**src/rtl/mme_pkg.sv**
```systemverilog
// Shared types and constants for the matrix multiply engine.
// Used by the controller, the datapath, the top level and the checker.
`default_nettype none

package mme_pkg;

  localparam int MAX_DIM    = 8;
  localparam int ELEM_W     = 16;
  localparam int IDX_W      = $clog2(MAX_DIM);
  localparam int DIM_W      = 4;
  localparam int ADDR_W     = 2 * IDX_W;
  localparam int PROD_W     = 2 * ELEM_W;
  localparam int ACC_W      = PROD_W + IDX_W;
  localparam int SUM_W      = 32;
  localparam int PADDR_W    = 4;
  localparam int PDATA_W    = 32;

  // Item kinds
  typedef enum logic [1:0] {
    KIND_LOAD_A  = 2'd0,
    KIND_LOAD_B  = 2'd1,
    KIND_COMPUTE = 2'd2
  } kind_t;

  // Register indexes on the configuration port
  localparam logic [1:0] REG_ROWS_M  = 2'd0;
  localparam logic [1:0] REG_INNER_K = 2'd1;
  localparam logic [1:0] REG_COLS_N  = 2'd2;

  localparam logic [DIM_W-1:0] DIM_RESET = DIM_W'(MAX_DIM);

  typedef enum logic [1:0] {
    ST_IDLE,
    ST_ISSUE,
    ST_WAIT
  } state_t;

  // Controller to datapath
  typedef struct packed {
    logic             load_a;
    logic             load_b;
    logic             rd_en;
    logic             rd_first;
    logic             rd_last;
    logic [IDX_W-1:0] i;
    logic [IDX_W-1:0] j;
    logic [IDX_W-1:0] t;
    logic             emit;
    logic             emit_last;
  } cmd_t;

  // Datapath to controller
  typedef struct packed {
    logic acc_done;
    logic out_free;
  } status_t;

  // Zero reads as one, anything above the maximum reads as the maximum.
  function automatic logic [DIM_W-1:0] eff_dim(input logic [DIM_W-1:0] r);
    logic [DIM_W-1:0] d;
    d = r;
    if (r == '0) d = DIM_W'(1);
    else if (r > DIM_W'(MAX_DIM)) d = DIM_W'(MAX_DIM);
    return d;
  endfunction

  function automatic logic signed [SUM_W-1:0] sat_sum(input logic signed [ACC_W-1:0] a);
    logic signed [ACC_W-1:0] hi;
    logic signed [ACC_W-1:0] lo;
    logic signed [SUM_W-1:0] s;
    hi = ACC_W'({1'b0, {(SUM_W-1){1'b1}}});
    lo = {{(ACC_W-SUM_W+1){1'b1}}, {(SUM_W-1){1'b0}}};
    if (a > hi) s = {1'b0, {(SUM_W-1){1'b1}}};
    else if (a < lo) s = {1'b1, {(SUM_W-1){1'b0}}};
    else s = a[SUM_W-1:0];
    return s;
  endfunction

endpackage

`default_nettype wire

```
**src/rtl/mme_ctrl.sv**
```systemverilog
// Sequencer for the matrix multiply engine: walks rows, columns and the inner index.
// Depends on mme_pkg; drives mme_dp through cmd_t and reads status_t.
`default_nettype none

module mme_ctrl (
  input  wire logic                  clk,
  input  wire logic                  rst,
  input  wire logic                  in_valid,
  input  wire logic [1:0]            kind,
  input  wire logic [mme_pkg::DIM_W-1:0] dim_m,
  input  wire logic [mme_pkg::DIM_W-1:0] dim_k,
  input  wire logic [mme_pkg::DIM_W-1:0] dim_n,
  input  wire mme_pkg::status_t      status,
  output logic                       in_ready,
  output mme_pkg::cmd_t              cmd
);
  import mme_pkg::*;

  state_t           state;
  state_t           state_next;
  logic [IDX_W-1:0] i;
  logic [IDX_W-1:0] j;
  logic [IDX_W-1:0] t;
  logic             t_last;
  logic             j_last;
  logic             i_last;
  logic             accept;
  logic             emit;

  assign t_last = ({1'b0, t} == dim_k - DIM_W'(1));
  assign j_last = ({1'b0, j} == dim_n - DIM_W'(1));
  assign i_last = ({1'b0, i} == dim_m - DIM_W'(1));
  assign accept = in_valid && (state == ST_IDLE);
  assign emit   = (state == ST_WAIT) && status.acc_done && status.out_free;

  always_comb begin
    state_next = state;
    case (state)
      ST_IDLE: begin
        if (accept && kind == KIND_COMPUTE) state_next = ST_ISSUE;
      end
      ST_ISSUE: begin
        if (t_last) state_next = ST_WAIT;
      end
      ST_WAIT: begin
        if (emit) state_next = (i_last && j_last) ? ST_IDLE : ST_ISSUE;
      end
      default: state_next = ST_IDLE;
    endcase
  end

  always_comb begin
    in_ready      = (state == ST_IDLE);
    cmd           = '0;
    cmd.i         = i;
    cmd.j         = j;
    cmd.t         = t;
    cmd.rd_first  = (t == '0);
    cmd.rd_last   = t_last;
    cmd.emit_last = i_last && j_last;
    case (state)
      ST_IDLE: begin
        cmd.load_a = accept && (kind == KIND_LOAD_A);
        cmd.load_b = accept && (kind == KIND_LOAD_B);
      end
      ST_ISSUE: cmd.rd_en = 1'b1;
      ST_WAIT:  cmd.emit  = emit;
      default: ;
    endcase
  end

  always_ff @(posedge clk) begin
    if (rst) begin
      state <= ST_IDLE;
      i     <= '0;
      j     <= '0;
      t     <= '0;
    end else begin
      state <= state_next;
      case (state)
        ST_IDLE: begin
          i <= '0;
          j <= '0;
          t <= '0;
        end
        ST_ISSUE: begin
          t <= t_last ? '0 : t + IDX_W'(1);
        end
        ST_WAIT: begin
          // advance to the next element in row-major order
          if (emit) begin
            if (j_last) begin
              j <= '0;
              i <= i + IDX_W'(1);
            end else begin
              j <= j + IDX_W'(1);
            end
          end
        end
        default: ;
      endcase
    end
  end

endmodule

`default_nettype wire

```
**src/rtl/mme_dp.sv**
```systemverilog
// Datapath: A and B element memories, multiply-accumulate pipeline, output register.
// Depends on mme_pkg; commanded by mme_ctrl.
`default_nettype none

module mme_dp (
  input  wire logic                        clk,
  input  wire logic                        rst,
  input  wire mme_pkg::cmd_t               cmd,
  input  wire logic [mme_pkg::IDX_W-1:0]   row,
  input  wire logic [mme_pkg::IDX_W-1:0]   col,
  input  wire logic signed [mme_pkg::ELEM_W-1:0] value,
  input  wire logic                        out_ready,
  output mme_pkg::status_t                 status,
  output logic                             out_valid,
  output logic [mme_pkg::IDX_W-1:0]        out_row,
  output logic [mme_pkg::IDX_W-1:0]        out_col,
  output logic signed [mme_pkg::SUM_W-1:0] sum,
  output logic                             last
);
  import mme_pkg::*;

  localparam int DEPTH = MAX_DIM * MAX_DIM;

  logic signed [ELEM_W-1:0] a_mem [DEPTH];
  logic signed [ELEM_W-1:0] b_mem [DEPTH];

  logic signed [ELEM_W-1:0] a_q;
  logic signed [ELEM_W-1:0] b_q;
  logic                     rd_v;
  logic                     rd_first;
  logic                     rd_last;
  logic signed [PROD_W-1:0] prod;
  logic                     p_v;
  logic                     p_first;
  logic                     p_last;
  logic signed [ACC_W-1:0]  acc;
  logic signed [ACC_W-1:0]  prod_ext;
  logic                     acc_done;
  logic                     out_free;

  always_ff @(posedge clk) begin
    if (cmd.load_a) a_mem[{row, col}] <= value;
    if (cmd.load_b) b_mem[{row, col}] <= value;
    if (cmd.rd_en) begin
      a_q <= a_mem[{cmd.i, cmd.t}];
      b_q <= b_mem[{cmd.t, cmd.j}];
    end
  end

  always_ff @(posedge clk) begin
    rd_first <= cmd.rd_first;
    rd_last  <= cmd.rd_last;
    prod     <= a_q * b_q;
    p_first  <= rd_first;
    p_last   <= rd_last;
  end

  assign prod_ext = ACC_W'(prod);
  assign out_free = !out_valid || out_ready;

  always_ff @(posedge clk) begin
    if (rst) begin
      rd_v     <= 1'b0;
      p_v      <= 1'b0;
      acc_done <= 1'b0;
    end else begin
      rd_v <= cmd.rd_en;
      p_v  <= rd_v;
      if (p_v && p_last) acc_done <= 1'b1;
      else if (cmd.emit) acc_done <= 1'b0;
    end
  end

  always_ff @(posedge clk) begin
    if (p_v) acc <= p_first ? prod_ext : acc + prod_ext;
  end

  // Output register: hold while stalled, load on emit
  always_ff @(posedge clk) begin
    if (rst) begin
      out_valid <= 1'b0;
    end else if (cmd.emit) begin
      out_valid <= 1'b1;
    end else if (out_ready) begin
      out_valid <= 1'b0;
    end
  end

  always_ff @(posedge clk) begin
    if (cmd.emit) begin
      out_row <= cmd.i;
      out_col <= cmd.j;
      sum     <= sat_sum(acc);
      last    <= cmd.emit_last;
    end
  end

  assign status.acc_done = acc_done;
  assign status.out_free = out_free;

endmodule

`default_nettype wire

```
**src/rtl/matrix_multiply_engine_core.sv**
```systemverilog
// Top level of the matrix multiply engine: configuration registers and APB port,
// controller and datapath. Depends on mme_pkg, mme_ctrl and mme_dp.
//
// Usage:
//   Set rows_m, inner_k and cols_n over the APB port (byte addresses 0, 4, 8)
//   while the engine is idle. A value of 0 acts as 1, above 8 acts as 8.
//   Input items (in_valid/in_ready) carry kind, row, col and value. Kind 0
//   writes an element of A, kind 1 an element of B; a load leaves in_ready high.
//   Kind 2 runs C = A * B and returns M*N result items (out_valid/out_ready)
//   in row-major order, last set on the final one. Kind 3 is dropped.
//   For each result, K reads pass through the single read port of each
//   element memory, then the multiply and accumulate stages; a compute item
//   holds the input channel until its last result has been emitted.
//   One input item is in work at a time; in_ready is low during a compute.
//   A result waits in the output register while out_ready is low; the next
//   element is computed meanwhile and held until that register frees up.
//   Reset sets all three dimensions to 8 and clears the control state; the
//   element memories keep their contents and must be written before use.
`default_nettype none

module matrix_multiply_engine_core (
  input  wire logic                              clk,
  input  wire logic                              rst,
  input  wire logic                              psel,
  input  wire logic                              penable,
  input  wire logic                              pwrite,
  input  wire logic [mme_pkg::PADDR_W-1:0]       paddr,
  input  wire logic [mme_pkg::PDATA_W-1:0]       pwdata,
  output logic [mme_pkg::PDATA_W-1:0]            prdata,
  output logic                                   pready,
  input  wire logic                              in_valid,
  output logic                                   in_ready,
  input  wire logic [1:0]                        kind,
  input  wire logic [mme_pkg::IDX_W-1:0]         row,
  input  wire logic [mme_pkg::IDX_W-1:0]         col,
  input  wire logic signed [mme_pkg::ELEM_W-1:0] value,
  output logic                                   out_valid,
  input  wire logic                              out_ready,
  output logic [mme_pkg::IDX_W-1:0]              out_row,
  output logic [mme_pkg::IDX_W-1:0]              out_col,
  output logic signed [mme_pkg::SUM_W-1:0]       sum,
  output logic                                   last
);
  import mme_pkg::*;

  logic [DIM_W-1:0] rows_m;
  logic [DIM_W-1:0] inner_k;
  logic [DIM_W-1:0] cols_n;
  logic [1:0]       reg_idx;
  logic             reg_wr;
  cmd_t             cmd;
  status_t          status;

  assign pready  = 1'b1;
  assign reg_idx = paddr[3:2];
  assign reg_wr  = psel && penable && pwrite;

  always_ff @(posedge clk) begin
    if (rst) begin
      rows_m  <= DIM_RESET;
      inner_k <= DIM_RESET;
      cols_n  <= DIM_RESET;
    end else if (reg_wr) begin
      case (reg_idx)
        REG_ROWS_M:  rows_m  <= pwdata[DIM_W-1:0];
        REG_INNER_K: inner_k <= pwdata[DIM_W-1:0];
        REG_COLS_N:  cols_n  <= pwdata[DIM_W-1:0];
        default: ;
      endcase
    end
  end

  always_comb begin
    case (reg_idx)
      REG_ROWS_M:  prdata = PDATA_W'(rows_m);
      REG_INNER_K: prdata = PDATA_W'(inner_k);
      REG_COLS_N:  prdata = PDATA_W'(cols_n);
      default:     prdata = '0;
    endcase
  end

  mme_ctrl u_ctrl (
    .clk      (clk),
    .rst      (rst),
    .in_valid (in_valid),
    .kind     (kind),
    .dim_m    (eff_dim(rows_m)),
    .dim_k    (eff_dim(inner_k)),
    .dim_n    (eff_dim(cols_n)),
    .status   (status),
    .in_ready (in_ready),
    .cmd      (cmd)
  );

  mme_dp u_dp (
    .clk       (clk),
    .rst       (rst),
    .cmd       (cmd),
    .row       (row),
    .col       (col),
    .value     (value),
    .out_ready (out_ready),
    .status    (status),
    .out_valid (out_valid),
    .out_row   (out_row),
    .out_col   (out_col),
    .sum       (sum),
    .last      (last)
  );

endmodule

`default_nettype wire

```
**config.mk**
```make
export PLATFORM = sky130hd
export DESIGN_NAME = matrix_multiply_engine_core
export DESIGN_NICKNAME = d
export VERILOG_FILES = /design/src/rtl/mme_pkg.sv /design/src/rtl/mme_ctrl.sv /design/src/rtl/mme_dp.sv /design/src/rtl/matrix_multiply_engine_core.sv
export SDC_FILE = /design/constraint.sdc
export NUM_CORES = 2
export LEC_CHECK = 0
export ABC_AREA = 0
export BUFFER_PORTS_ARGS = -buffer_cell sky130_fd_sc_hd__buf_2
export CAP_MARGIN = 20
export CORE_AREA = 4 4 398 400
export CTS_CLUSTER_SIZE = 14
export DETAILED_ROUTE_END_ITERATION = 8
export DIE_AREA = 0 0 402 404
export PLACE_DENSITY_LB_ADDON = 0.08
export SLEW_MARGIN = 5
export SYNTH_ARGS = -nofsm -noshare
export SYNTH_HDL_FRONTEND = slang
export SYNTH_SLANG_ARGS = --single-unit
```
**constraint.sdc**
```tcl
create_clock -name clk -period 11.9 [get_ports clk]
set_clock_uncertainty 0.15 [all_clocks]
set_input_delay 2.975 -clock clk [delete_from_list [all_inputs] [get_ports clk]]
set_output_delay 2.975 -clock clk [all_outputs]
set_load 0.01 [all_outputs]
```
==> qor.yml <==
outcome:
  status: "complete, no violations"
clock_tree:
  clockBufferDepth: 3
  cts.repair.resized: 0
  clock-sinks: 2217
  path_clk_slew_ns: 0.06
  hold_buffers: 0
  cts-buffers-inserted: 215
  ctsHtreeMaxLevel: 4
  insertion_delay_ns: 0.85
  tritoncts: "done"
  clock-root-buffer: "clkbuf_16"
  post-cts-setup-buffers: 0
placed_design:
  place_hpwl_mm: 129
  dpl.cell_count: 6918
  routabilityCongestion: 0.820
  portBuffers: 81
floorplan:
  initial_core_util: 0.616
  die_h_um: 404
  rows: 145
  dieArea_um2: 162000
  fp.dieW_um: 402
  ios: 141
  core_um2: 155000
critical_path:
  required_ns: 8.78
  path_class: "input pin to output port"
  cp_common_cell: "buf_2"
  path_max_fanout: 9
  cp.arrival_ns: 3.71
  worst_setup_path_end_kind: "output port"
  critPathLaunchType: "input pin"
  crit_slowest_cell: "nor2b_1"
  max_stage_delay_ns: 0.24
  path_cells: "buf_2 > nor2b_1 > nand2_1 > o21ai_0 > buf_2"
yosys:
  ys_seq_elements: 2217
  syn_area_um2: 95700
  synth-edff-count: 2154
  synth_cells: 4822
  synth_area_leader_cell: "edfxtp_1"
  syn_avg_cell_area_um2: 19.9
  ys_types: 64
  synth_ff_type: "edfxtp_1"
  synth_area_leaders: "edfxtp_1 (68%), mux4_2 (16%), fa_1 (5.5%)"
  yosys_warnings: 0
  yosysMostFrequentCell: "edfxtp_1"
  synth_top_area_frac: 0.676
  synthTopCellsByCount: "edfxtp_1 (2154), mux4_2 (670), inv_1 (321)"
  seq_area_frac_synth: 0.689
  async_flop_share: 0
layout:
  n_fill_cell: 9814
  area.sequential_um2: 66000
  finalNetCount: 5534
  layout-area-overhead-vs-synth_pct: 11.0
  multi_input_area_um2: 27600
  drive_gt1_frac: 0.245
  final-instance-count-excl-fill: 7330
route:
  drcViolationCount: 0
  firstDrtPassIters: 6
  final_antenna_net_count: 0
  wl_mm: 216
  num_vias: 46800
  wl_per_cell_um: 29.5
  drt_iter0_drc: 5558
  vias_per_cell: 6.39
timing:
  period_needed_ns: 6.84
  finalSetupViolCount: 0
  fmax_mhz: 146
  setup_tns_ns: 0
  hold_viol: 0
  rsz0062_at_grt: "false"
  tightest_slew_ns: 1.12
  slew_headroom: 0.254
  fin_crit_sh: 0.575
  drv_slew: 0
hold_path:
  hold_path.class: "register to register"
global_routing:
  grt_pass1_vias: 47600
  gr-total-overflow: 0
  antenna_found_initial: 25
  grt_util_all_layers: 0.272
  grt_max_degree: 146
  grt_pass1_wl_mm: 321
flow_run:
  maxCapViolations: 0
power:
  power_density_nw_per_um2: 178
  peakVddDrop_uv: 159
  leakagePower_nw: 35.1
[sequential cells by signal (all words and copies together), names as in the netlist, 16 cells and up]
| signal | count |
|---|---|
| u_dp.a_mem | 1024 |
| u_dp.b_mem | 1024 |
| u_dp.acc | 35 |
| u_dp.prod | 32 |
| u_dp.sum | 32 |
| u_dp.a_q | 16 |
| u_dp.b_q | 16 |
[cell families (layout without fill, tap and decap cells)]
group | after synthesis | in the layout | share of synthesized area
adders and majority gates | 386 | 386 | 0.0711
muxes | 690 | 690 | 0.160
and+or+nand+nor | 632 | 632 | 0.0310
AOI/OAI and AO/OA | 248 | 248 | 0.0166
xor gates and xnor gates | 78 | 78 | 0.00714
other | 2 | 40 | 0.0000784
buffers and inverters | 569 | 981 | 0.0252
DFF | 2217 | 2217 | 0.689
[worst max-delay path: cells and delay by family]
| kind | cells | cell delay (ns) |
|---|---|---|
| compound gates | 1 | 0.08 |
| buf+inv | 2 | 0.33 |
| simple gates | 2 | 0.33 |
[cells in the final DEF (no fill, tap or decap), types with 22 or more instances in the layout]
cell type | synthesis | routed
edfxtp_1 | 2154 | 2154
and2_1 | 126 | 126
clkinv_2 | 0 | 44
nor2_2 | 0 | 25
fa_1 | 263 | 263
nand3_1 | 24 | 24
clkinv_1 | 0 | 45
ha_1 | 123 | 123
mux4_2 | 670 | 670
inv_1 | 321 | 320
xor2_1 | 22 | 22
dfxtp_1 | 63 | 54
o21ai_0 | 24 | 24
bufinv_16 | 0 | 23
a21o_1 | 56 | 56
xnor2_1 | 56 | 56
conb_1 | 2 | 29
clkbuf_16 | 0 | 217
clkbuf_1 | 128 | 45
buf_4 | 44 | 186
nor2_1 | 196 | 171
nand2_1 | 189 | 189
buf_2 | 38 | 65
o21ai_1 | 30 | 30
a21oi_1 | 67 | 67
[routing by layer]
metal | wire length, um | track usage | vias up
met3 | 19900 | 0.0563 | 333
li1 | - | - | 19400
met1 | 87800 | 0.409 | 24900
met2 | 103000 | 0.421 | 2137
met5 | 62 | 0 | -
met4 | 5020 | 0.0653 | 10
[power by group]
part	switching (W)	internal [W]	total, W
Sequential	0.0000603	0.00869	0.00875
Clock	0.00287	0.00385	0.00671
Combinational	0.00194	0.00146	0.00340
Total	0.00487	0.0140	0.0189
[layout make-up]
type | instances | area share
Timing Repair Buffer | 261 | 0.0180
Multi-Input combinational cell | 2063 | 0.259
Clock buffer | 262 | 0.0527
Clock inverter | 135 | 0.0129
Sequential cell | 2217 | 0.621
Antenna cell | 11 | 0.000259
Inverter | 323 | 0.0114
Tap cell | 2058 | 0.0242
[per-stage QoR]
stage | power, W | setup WS [ns] | hold slack (ns) | util | instance area (um2)
6_report | 0.0189 | 5.06 | 0.181 | 0.684 | 106000
5_1_grt | 0.0198 | 4.92 | 0.186 | 0.684 | 106000
4_1_cts | 0.0190 | 5.08 | 0.182 | 0.683 | 106000
3_5_place_dp | 0.0123 | 5.08 | 0.168 | 0.638 | 99100
3_3_place_gp | 0.0122 | 5.08 | 0.163 | 0.638 | 99100
2_1_floorplan | 0.0115 | 5.10 | 0.160 | - | 95800
[worst paths after layout]
kind	start	endpoint	slack (ns)	cells past startpoint
worst max-delay path	paddr[2]	prdata[3]	5.06	5
worst min-delay path	u_dp.rd_last	u_dp.p_last	0.18	0
worst max register to register	u_dp.a_q[8]	u_dp.prod[31]	5.21	21
worst min register to register	u_dp.rd_last	u_dp.p_last	0.18	0
No activity file was read; power rests on OpenSTA's default activity.
